## src/hw/rtl/r2nv_pkg.sv

```systemverilog
// Shared types, register codes and constants for the RGB to NV12 converter.
`timescale 1ns / 1ps

package r2nv_pkg;

    localparam int CFG_W          = 13;
    localparam int CFG_IDX_W      = 2;
    localparam int LUMA_IDX_W     = 24;
    localparam int CHROMA_IDX_W   = 23;
    localparam int MAX_DIM_DEFAULT = 4096;

    localparam logic [CFG_W-1:0] WIDTH_RESET  = 13'd640;
    localparam logic [CFG_W-1:0] HEIGHT_RESET = 13'd480;

    localparam logic [CFG_IDX_W-1:0] REG_LINE_PIXELS = 2'd0;
    localparam logic [CFG_IDX_W-1:0] REG_FRAME_LINES = 2'd1;

    typedef struct packed {
        logic [7:0] red;
        logic [7:0] green;
        logic [7:0] blue;
    } pixel_t;

    typedef struct packed {
        logic [7:0]                  luma;
        logic [7:0]                  cb;
        logic [7:0]                  cr;
        logic                        chroma_valid;
        logic [LUMA_IDX_W-1:0]       luma_index;
        logic [CHROMA_IDX_W-1:0]     chroma_index;
        logic                        end_of_frame;
    } result_t;

    // Raster position info of one pixel, produced by the position unit
    typedef struct packed {
        logic                        chroma_valid;
        logic [LUMA_IDX_W-1:0]       luma_index;
        logic [CHROMA_IDX_W-1:0]     chroma_index;
        logic                        end_of_frame;
    } pos_t;

    typedef struct packed {
        logic [7:0] luma;
        logic [7:0] cb;
        logic [7:0] cr;
    } color_t;

endpackage

```

## src/hw/rtl/r2nv_csc.sv

```systemverilog
// BT.601 video-range color space conversion of one pixel.
`timescale 1ns / 1ps

module r2nv_csc
    import r2nv_pkg::*;
(
    input  pixel_t pix,
    output color_t color
);

    logic        [16:0] luma_sum;
    logic        [16:0] luma_val;
    logic signed [17:0] rs;
    logic signed [17:0] gs;
    logic signed [17:0] bs;
    logic signed [17:0] cb_sum;
    logic signed [17:0] cr_sum;
    logic signed [17:0] cb_val;
    logic signed [17:0] cr_val;

    assign rs = signed'({10'd0, pix.red});
    assign gs = signed'({10'd0, pix.green});
    assign bs = signed'({10'd0, pix.blue});

    assign luma_sum = 17'd66 * {9'd0, pix.red} + 17'd129 * {9'd0, pix.green}
                    + 17'd25 * {9'd0, pix.blue} + 17'd128;
    assign luma_val = (luma_sum >> 8) + 17'd16;

    // Arithmetic shift floors negative sums
    assign cb_sum = -18'sd38 * rs - 18'sd74 * gs + 18'sd112 * bs + 18'sd128;
    assign cr_sum = 18'sd112 * rs - 18'sd94 * gs - 18'sd18 * bs + 18'sd128;
    assign cb_val = (cb_sum >>> 8) + 18'sd128;
    assign cr_val = (cr_sum >>> 8) + 18'sd128;

    always_comb
    begin
        if (luma_val > 17'd235)
        begin
            color.luma = 8'd235;
        end
        else
        begin
            color.luma = luma_val[7:0];
        end

        if (cb_val < 18'sd16)
        begin
            color.cb = 8'd16;
        end
        else if (cb_val > 18'sd240)
        begin
            color.cb = 8'd240;
        end
        else
        begin
            color.cb = cb_val[7:0];
        end

        if (cr_val < 18'sd16)
        begin
            color.cr = 8'd16;
        end
        else if (cr_val > 18'sd240)
        begin
            color.cr = 8'd240;
        end
        else
        begin
            color.cr = cr_val[7:0];
        end
    end

endmodule

```

## src/hw/rtl/r2nv_pos.sv

```systemverilog
// Column and row counters with Y and UV plane offsets.
`timescale 1ns / 1ps

module r2nv_pos
    import r2nv_pkg::*;
#(
    parameter int MAX_DIMENSION = MAX_DIM_DEFAULT
)
(
    input  logic             clk,
    input  logic             rst_n,
    input  logic             advance,
    input  logic [CFG_W-1:0] line_pixels,
    input  logic [CFG_W-1:0] frame_lines,
    output pos_t             pos
);

    localparam int CNT_W = $clog2(MAX_DIMENSION);
    localparam int DIM_W = CNT_W + 1;
    localparam int CMP_W = CFG_W + 1;
    localparam logic [CMP_W-1:0] MAX_CMP = CMP_W'(MAX_DIMENSION);

    logic [CNT_W-1:0]      col_reg;
    logic [CNT_W-1:0]      col_next;
    logic [CNT_W-1:0]      row_reg;
    logic [CNT_W-1:0]      row_next;
    logic [LUMA_IDX_W-1:0] base_reg;
    logic [LUMA_IDX_W-1:0] base_next;

    logic [CMP_W-1:0] width_ext;
    logic [CMP_W-1:0] height_ext;
    logic [CMP_W-1:0] width_eff;
    logic [CMP_W-1:0] height_eff;
    logic [DIM_W-1:0] width_dim;
    logic [DIM_W-1:0] height_dim;
    logic [DIM_W-1:0] col_inc;
    logic [DIM_W-1:0] row_inc;
    logic             last_col;
    logic             last_row;

    assign width_ext  = {1'b0, line_pixels};
    assign height_ext = {1'b0, frame_lines};

    // Zero acts as one, oversize acts as the maximum
    always_comb
    begin
        if (width_ext == '0)
        begin
            width_eff = CMP_W'(1);
        end
        else if (width_ext > MAX_CMP)
        begin
            width_eff = MAX_CMP;
        end
        else
        begin
            width_eff = width_ext;
        end

        if (height_ext == '0)
        begin
            height_eff = CMP_W'(1);
        end
        else if (height_ext > MAX_CMP)
        begin
            height_eff = MAX_CMP;
        end
        else
        begin
            height_eff = height_ext;
        end
    end

    assign width_dim  = width_eff[DIM_W-1:0];
    assign height_dim = height_eff[DIM_W-1:0];
    assign col_inc    = {1'b0, col_reg} + DIM_W'(1);
    assign row_inc    = {1'b0, row_reg} + DIM_W'(1);
    assign last_col   = col_inc >= width_dim;
    assign last_row   = row_inc >= height_dim;

    assign pos.chroma_valid = ~col_reg[0] & ~row_reg[0];
    assign pos.luma_index   = base_reg + LUMA_IDX_W'(col_reg);
    assign pos.chroma_index = base_reg[LUMA_IDX_W-1:1] + CHROMA_IDX_W'(col_reg);
    assign pos.end_of_frame = last_col & last_row;

    always_comb
    begin
        col_next  = col_reg;
        row_next  = row_reg;
        base_next = base_reg;
        if (advance)
        begin
            if (!last_col)
            begin
                col_next = col_inc[CNT_W-1:0];
            end
            else
            begin
                col_next = '0;
                if (last_row)
                begin
                    row_next  = '0;
                    base_next = '0;
                end
                else
                begin
                    row_next  = row_inc[CNT_W-1:0];
                    base_next = base_reg + LUMA_IDX_W'(width_dim);
                end
            end
        end
    end

    always_ff @(posedge clk or negedge rst_n)
    begin
        if (!rst_n)
        begin
            col_reg  <= '0;
            row_reg  <= '0;
            base_reg <= '0;
        end
        else
        begin
            col_reg  <= col_next;
            row_reg  <= row_next;
            base_reg <= base_next;
        end
    end

endmodule

```

## src/hw/rtl/rgb_to_nv12_converter.sv

```systemverilog
// Top level of the RGB888 to NV12 (BT.601 video range) pixel converter.
//
// Pixels enter on the pixel channel (pixel, pixel_valid, pixel_stall) in raster
// order; one result per pixel leaves on the result channel (result,
// result_valid, result_stall). A transfer happens on a clock edge with valid
// high and stall low.
// A pixel and its position wait in the input register, then its result in the
// result register; result_valid rises when the result register takes the result.
// Throughput: one pixel per clock while the receiver does not stall, set by the
// two-stage register pipeline. When the receiver stalls, the result register
// holds and the input register fills; pixel_stall rises only when both stages
// hold data. The line length and line count registers are written through
// cfg_write_en, cfg_index and cfg_data; the user must write them only while
// the block is idle; the block does not enforce it. Reset empties the pipeline,
// sets the frame to 640 x 480 and puts the position at column 0, row 0.
// chroma_valid marks pixels at even column and even row; cb, cr and
// chroma_index are zero on the other pixels. end_of_frame marks the last pixel.
`timescale 1ns / 1ps

module rgb_to_nv12_converter
    import r2nv_pkg::*;
#(
    parameter int MAX_DIMENSION = MAX_DIM_DEFAULT
)
(
    input  logic                 clk,
    input  logic                 rst_n,
    input  pixel_t               pixel,
    input  logic                 pixel_valid,
    output logic                 pixel_stall,
    output result_t              result,
    output logic                 result_valid,
    input  logic                 result_stall,
    input  logic                 cfg_write_en,
    input  logic [CFG_IDX_W-1:0] cfg_index,
    input  logic [CFG_W-1:0]     cfg_data
);

    logic [CFG_W-1:0] width_reg;
    logic [CFG_W-1:0] height_reg;

    logic    s1_valid_reg;
    pixel_t  s1_pix_reg;
    pos_t    s1_pos_reg;
    logic    out_valid_reg;
    result_t out_reg;

    logic    out_load;
    logic    s1_load;
    logic    accept;
    pos_t    pos;
    color_t  color;
    result_t out_next;

    always_ff @(posedge clk or negedge rst_n)
    begin
        if (!rst_n)
        begin
            width_reg  <= WIDTH_RESET;
            height_reg <= HEIGHT_RESET;
        end
        else if (cfg_write_en)
        begin
            case (cfg_index)
                REG_LINE_PIXELS: width_reg  <= cfg_data;
                REG_FRAME_LINES: height_reg <= cfg_data;
                default:         ;
            endcase
        end
    end

    // Advance each stage when the one after it is free or draining
    assign out_load    = !out_valid_reg || !result_stall;
    assign s1_load     = !s1_valid_reg || out_load;
    assign pixel_stall = !s1_load;
    assign accept      = pixel_valid && s1_load;

    r2nv_pos #(
        .MAX_DIMENSION(MAX_DIMENSION)
    ) u_pos (
        .clk         (clk),
        .rst_n       (rst_n),
        .advance     (accept),
        .line_pixels (width_reg),
        .frame_lines (height_reg),
        .pos         (pos)
    );

    r2nv_csc u_csc (
        .pix   (s1_pix_reg),
        .color (color)
    );

    always_comb
    begin
        out_next.luma         = color.luma;
        out_next.chroma_valid = s1_pos_reg.chroma_valid;
        out_next.luma_index   = s1_pos_reg.luma_index;
        out_next.end_of_frame = s1_pos_reg.end_of_frame;
        if (s1_pos_reg.chroma_valid)
        begin
            out_next.cb           = color.cb;
            out_next.cr           = color.cr;
            out_next.chroma_index = s1_pos_reg.chroma_index;
        end
        else
        begin
            out_next.cb           = '0;
            out_next.cr           = '0;
            out_next.chroma_index = '0;
        end
    end

    always_ff @(posedge clk or negedge rst_n)
    begin
        if (!rst_n)
        begin
            s1_valid_reg  <= 1'b0;
            out_valid_reg <= 1'b0;
        end
        else
        begin
            if (s1_load)
            begin
                s1_valid_reg <= pixel_valid;
            end
            if (out_load)
            begin
                out_valid_reg <= s1_valid_reg;
            end
        end
    end

    always_ff @(posedge clk)
    begin
        if (accept)
        begin
            s1_pix_reg <= pixel;
            s1_pos_reg <= pos;
        end
        if (out_load && s1_valid_reg)
        begin
            out_reg <= out_next;
        end
    end

    assign result       = out_reg;
    assign result_valid = out_valid_reg;

endmodule
```

## config.mk

```make
export PLATFORM = sky130hd
export DESIGN_NAME = rgb_to_nv12_converter
export DESIGN_NICKNAME = d
export VERILOG_FILES = /design/src/hw/rtl/r2nv_pkg.sv /design/src/hw/rtl/r2nv_csc.sv /design/src/hw/rtl/r2nv_pos.sv /design/src/hw/rtl/rgb_to_nv12_converter.sv
export SDC_FILE = /design/constraint.sdc
export NUM_CORES = 1
export LEC_CHECK = 0
export BUFFER_PORTS_ARGS = -buffer_cell sky130_fd_sc_hd__buf_4
export CAP_MARGIN = 15
export CORE_ASPECT_RATIO = 1.1
export CORE_MARGIN = 1
export CORE_UTILIZATION = 30
export CTS_CLUSTER_DIAMETER = 120
export DETAILED_ROUTE_END_ITERATION = 16
export MAX_ROUTING_LAYER = met4
export SYNTH_ARGS = -nofsm -noshare
export SYNTH_HDL_FRONTEND = slang
export SYNTH_HIERARCHICAL = 1
export SYNTH_SLANG_ARGS = --single-unit
```

## constraint.sdc

```tcl
create_clock -name clk -period 14 [get_ports clk]
set_input_delay 0 -clock clk [delete_from_list [all_inputs] [get_ports clk]]
set_output_delay 0 -clock clk [all_outputs]
set_load 0.01 [all_outputs]
```

==> results.md <==
- Max-Slew Margin vs Limit: 0.271
- Hpwl dp: 39000 um
- Via count: 14900
- Count of cell types in the netlist: 99
- DRT antenna net count: 0
- Die Area: roughly 68000 um2
- # DRC: 0
- Worst path bufs/invs: 3
- Post-synth EDFFs: 146
- Min-delay src: pixel[6]
- #FFs+latches synth: 222
- Post-synthesis sequential area ratio: 0.311
- R2R Path Start: s1_pix_reg[20]$_DFFE_PP_
- Synth Area in Compound Gates: 0.139
- Status: complete, no violations
- H-tree lvl count: 1
- Layout Skew: 0.00919 ns
- Final-stage net count: 2597
- Final Cycle Share: 0.565
- Post-Synth Adder-Cell Area: 0.296
- Antenna diode count: 0
- Largest net degree at the start of global routing: 77
- Worst stage delay on the critical path: 0.63 ns
- Synth Area in Simple Gates: 0.116
- Final Critical Period: approximately 7.9 ns
- Via density: 4.94
- CTS Root Cell: clkbuf_16
- CP top delay family: adder cells
- Clock tree from TritonCTS: done
- CP required: 14.32 ns
- Largest family of logic cells by synthesized area: adder cells
- Crit path DAT: ~8.2 ns
- Port Buffers: 118
- Crit Path Category: reg -> reg
- Multiplexer area fraction after synthesis: 0.0205
- Final setup fails: 0
- Max Cap Violations: 0
- Cell Area, Synth: 20200 um2
- Post-Route Setup TNS: 0 ns
- CTS Sinks: about 220
- 1st-pass router iterations: 6
- Setup Fix Bufs, Post-CTS: 0
- Post-synth top flop: edfxtp_1
- Total Routing Usage GR: 0.152
- Post-Synth XOR/XNOR Area: 0.0638
- Max reg flops: 73
- Fillers: between 6000 and 7000
- GP Congestion: 0.890
- Crit path from: s1_pix_reg[20]$_DFFE_PP_
- Ports: 119
- RSZ-0062 raised after global routing: false
- CTS Buf Count: 28
- Cells after Synth: a little under 2000
- Final wirelength: a little over 50000 um
- Most used cell, CP: ha_1
- Initial DRC Count: between 700 and 800
- Die width: between 200 and 250 um
- Crit path max fanout: 9
- Slowest-stage cell, CP: edfxtp_1
- Setup crit start kind: register
- Bufs on Longest Clock Path: 3
- Die Y: around 270 um
- Fmax: 126 MHz
- Final Util: 0.354
- Worst slew pin tran: roughly 1.1 ns
- Cts hold-fix bufs: 50
- DR WL/cell: between 15 and 20 um
- Fraction of registers with async set or reset after synthesis: 0.342
- Syn-to-layout area delta: 16.7%
- Std-Cell Rows: 99
- First-pass GRT wire length: 81200 um
- Syn nets: ~2400
- Insertion delay to the later sink of the worst-skew pair: 0.57 ns
- Clock-pin slew on the worst setup and hold paths: around 0.060 ns
- Avg Cell Area, Syn: 10.3 um2
- Initial core utilization: 0.304
- Hold Crit Class: in -> reg
- Total grt overflow: 0
- Share of layout cells above drive strength 1: 0.114
- Post_cts resized: 0
- Max-slew violation count: 0
- Final Hold Vio Count: 0
- Vias in the first global route: 15500
- Initial antenna violation count: 0
- Core Area: 66500 um2
- Critical Path End Type: register
- Synthesis Warnings: 6
-- metrics by stage --
| step | hold slack [ns] | cell area [um2] | setup WS [ns] | cells |
|---|---|---|---|---|
| 2_1_floorplan | -0.296 | 20200 | 6.62 | 1964 |
| 3_3_place_gp | 0.180 | 22000 | 6.24 | 2905 |
| 3_5_place_dp | 0.180 | 22000 | 6.12 | 2905 |
| 4_1_cts | 0.122 | 23500 | 6.08 | 3007 |
| 5_1_grt | 0.135 | 23600 | 5.44 | 3009 |
| 6_report | 0.158 | 23600 | 6.09 | 3009 |
-- cells in the mapped netlist (6+ instances only) --
library cell  number  area, um2
fa_1              91       1820
o22ai_1            6       37.5
nand2b_1          15       93.8
nand2_1          103        387
xnor2_1           97        850
or3_1              8       50.1
ha_1             333       4170
buf_2              8       40.0
o21bai_1          22        165
nor4_1            11       68.8
nor3_1            22        110
clkbuf_1          29        109
o31ai_1            8       60.1
nor2_1            98        368
o21ai_0           71        355
o211ai_1           9       67.6
a31oi_1           15       93.8
dfrtp_1           70       1750
and2_1            52        325
xor2_1            47        412
edfxtp_1         146       4380
nand4_1           14       87.6
o21a_1            15        113
a21oi_1          106        531
o21ai_1            8       40.0
dfstp_2            6        158
a21o_1            35        263
mux2_2            27        304
nand3_1           43        215
a21boi_0           6       45.0
nand3b_1           7       52.6
or2_2              7       43.8
and3_1            26        163
mux2i_1           11        110
a22o_1            20        175
nor2b_1           16        100
inv_1            238        893
a211oi_1          11       82.6
-- cell usage in the layout, fill, tap and decap left out, drive strengths merged, types with 12 or more instances in the layout --
cell,instances
nand4,14
dfrtp,70
mux2,27
ha,333
and2,53
o21a,16
buf,124
nand2b,15
nor3,23
nand3,45
a211oi,12
a31oi,16
a22o,20
nor2b,16
a21oi,109
xnor2,98
nand2,103
a21o,38
and3,26
xor2,47
clkbuf,37
inv,241
fa,91
o21ai,79
edfxtp,146
nor2,99
o21bai,22
dlygate4sd3,51
-- worst paths after layout --
check | endpoint | cells after the start | slack (ns)
setup reg to reg | result[61]$_SDFFCE_PN0P_ | 31 | 6.09
hold / removal | s1_pix_reg[6]$_DFFE_PP_ | 2 | 0.16
setup / recovery | result[61]$_SDFFCE_PN0P_ | 31 | 6.09
hold reg to reg | result[37]$_DFFE_PP_ | 0 | 0.42
min in group asynchronous | u_pos/base_reg[19]$_DFFE_PN0P_ | 3 | 0.39
max in group asynchronous | width_reg[7]$_DFFE_PN1P_ | 4 | 12.96
-- cell families after synthesis --
group | count (synthesis)
muxes | 38
adders and majority gates | 424
AOI/OAI and AO/OA | 407
xor gates and xnor gates | 145
and+or+nand+nor | 450
DFF | 222
buffers and inverters | 278
-- final cells by class --
type,instances,area [um2],area share
clock buffers,37,787,0.0334
clock inverters,15,219,0.00929
inverters,238,893,0.0379
multi-input cells,1464,12900,0.545
flip-flops and latches,222,6290,0.267
well taps,858,1070,0.0455
repair buffers,175,1460,0.0620
-- routing by layer --
| metal | vias to the layer above | part of all wire | track usage |
|---|---|---|---|
| li1 | 7305 | - | - |
| met1 | 7254 | 0.43 | 0.174 |
| met2 | 239 | 0.52 | 0.281 |
| met3 | 68 | 0.028 | 0.0149 |
| met4 | 0 | 0.023 | 0.0408 |
| met5 | - | 0 | - |
Power is left out: the tool's default activity adds up to more than one toggle a clock period on the data nets, which glitch-free logic cannot reach.
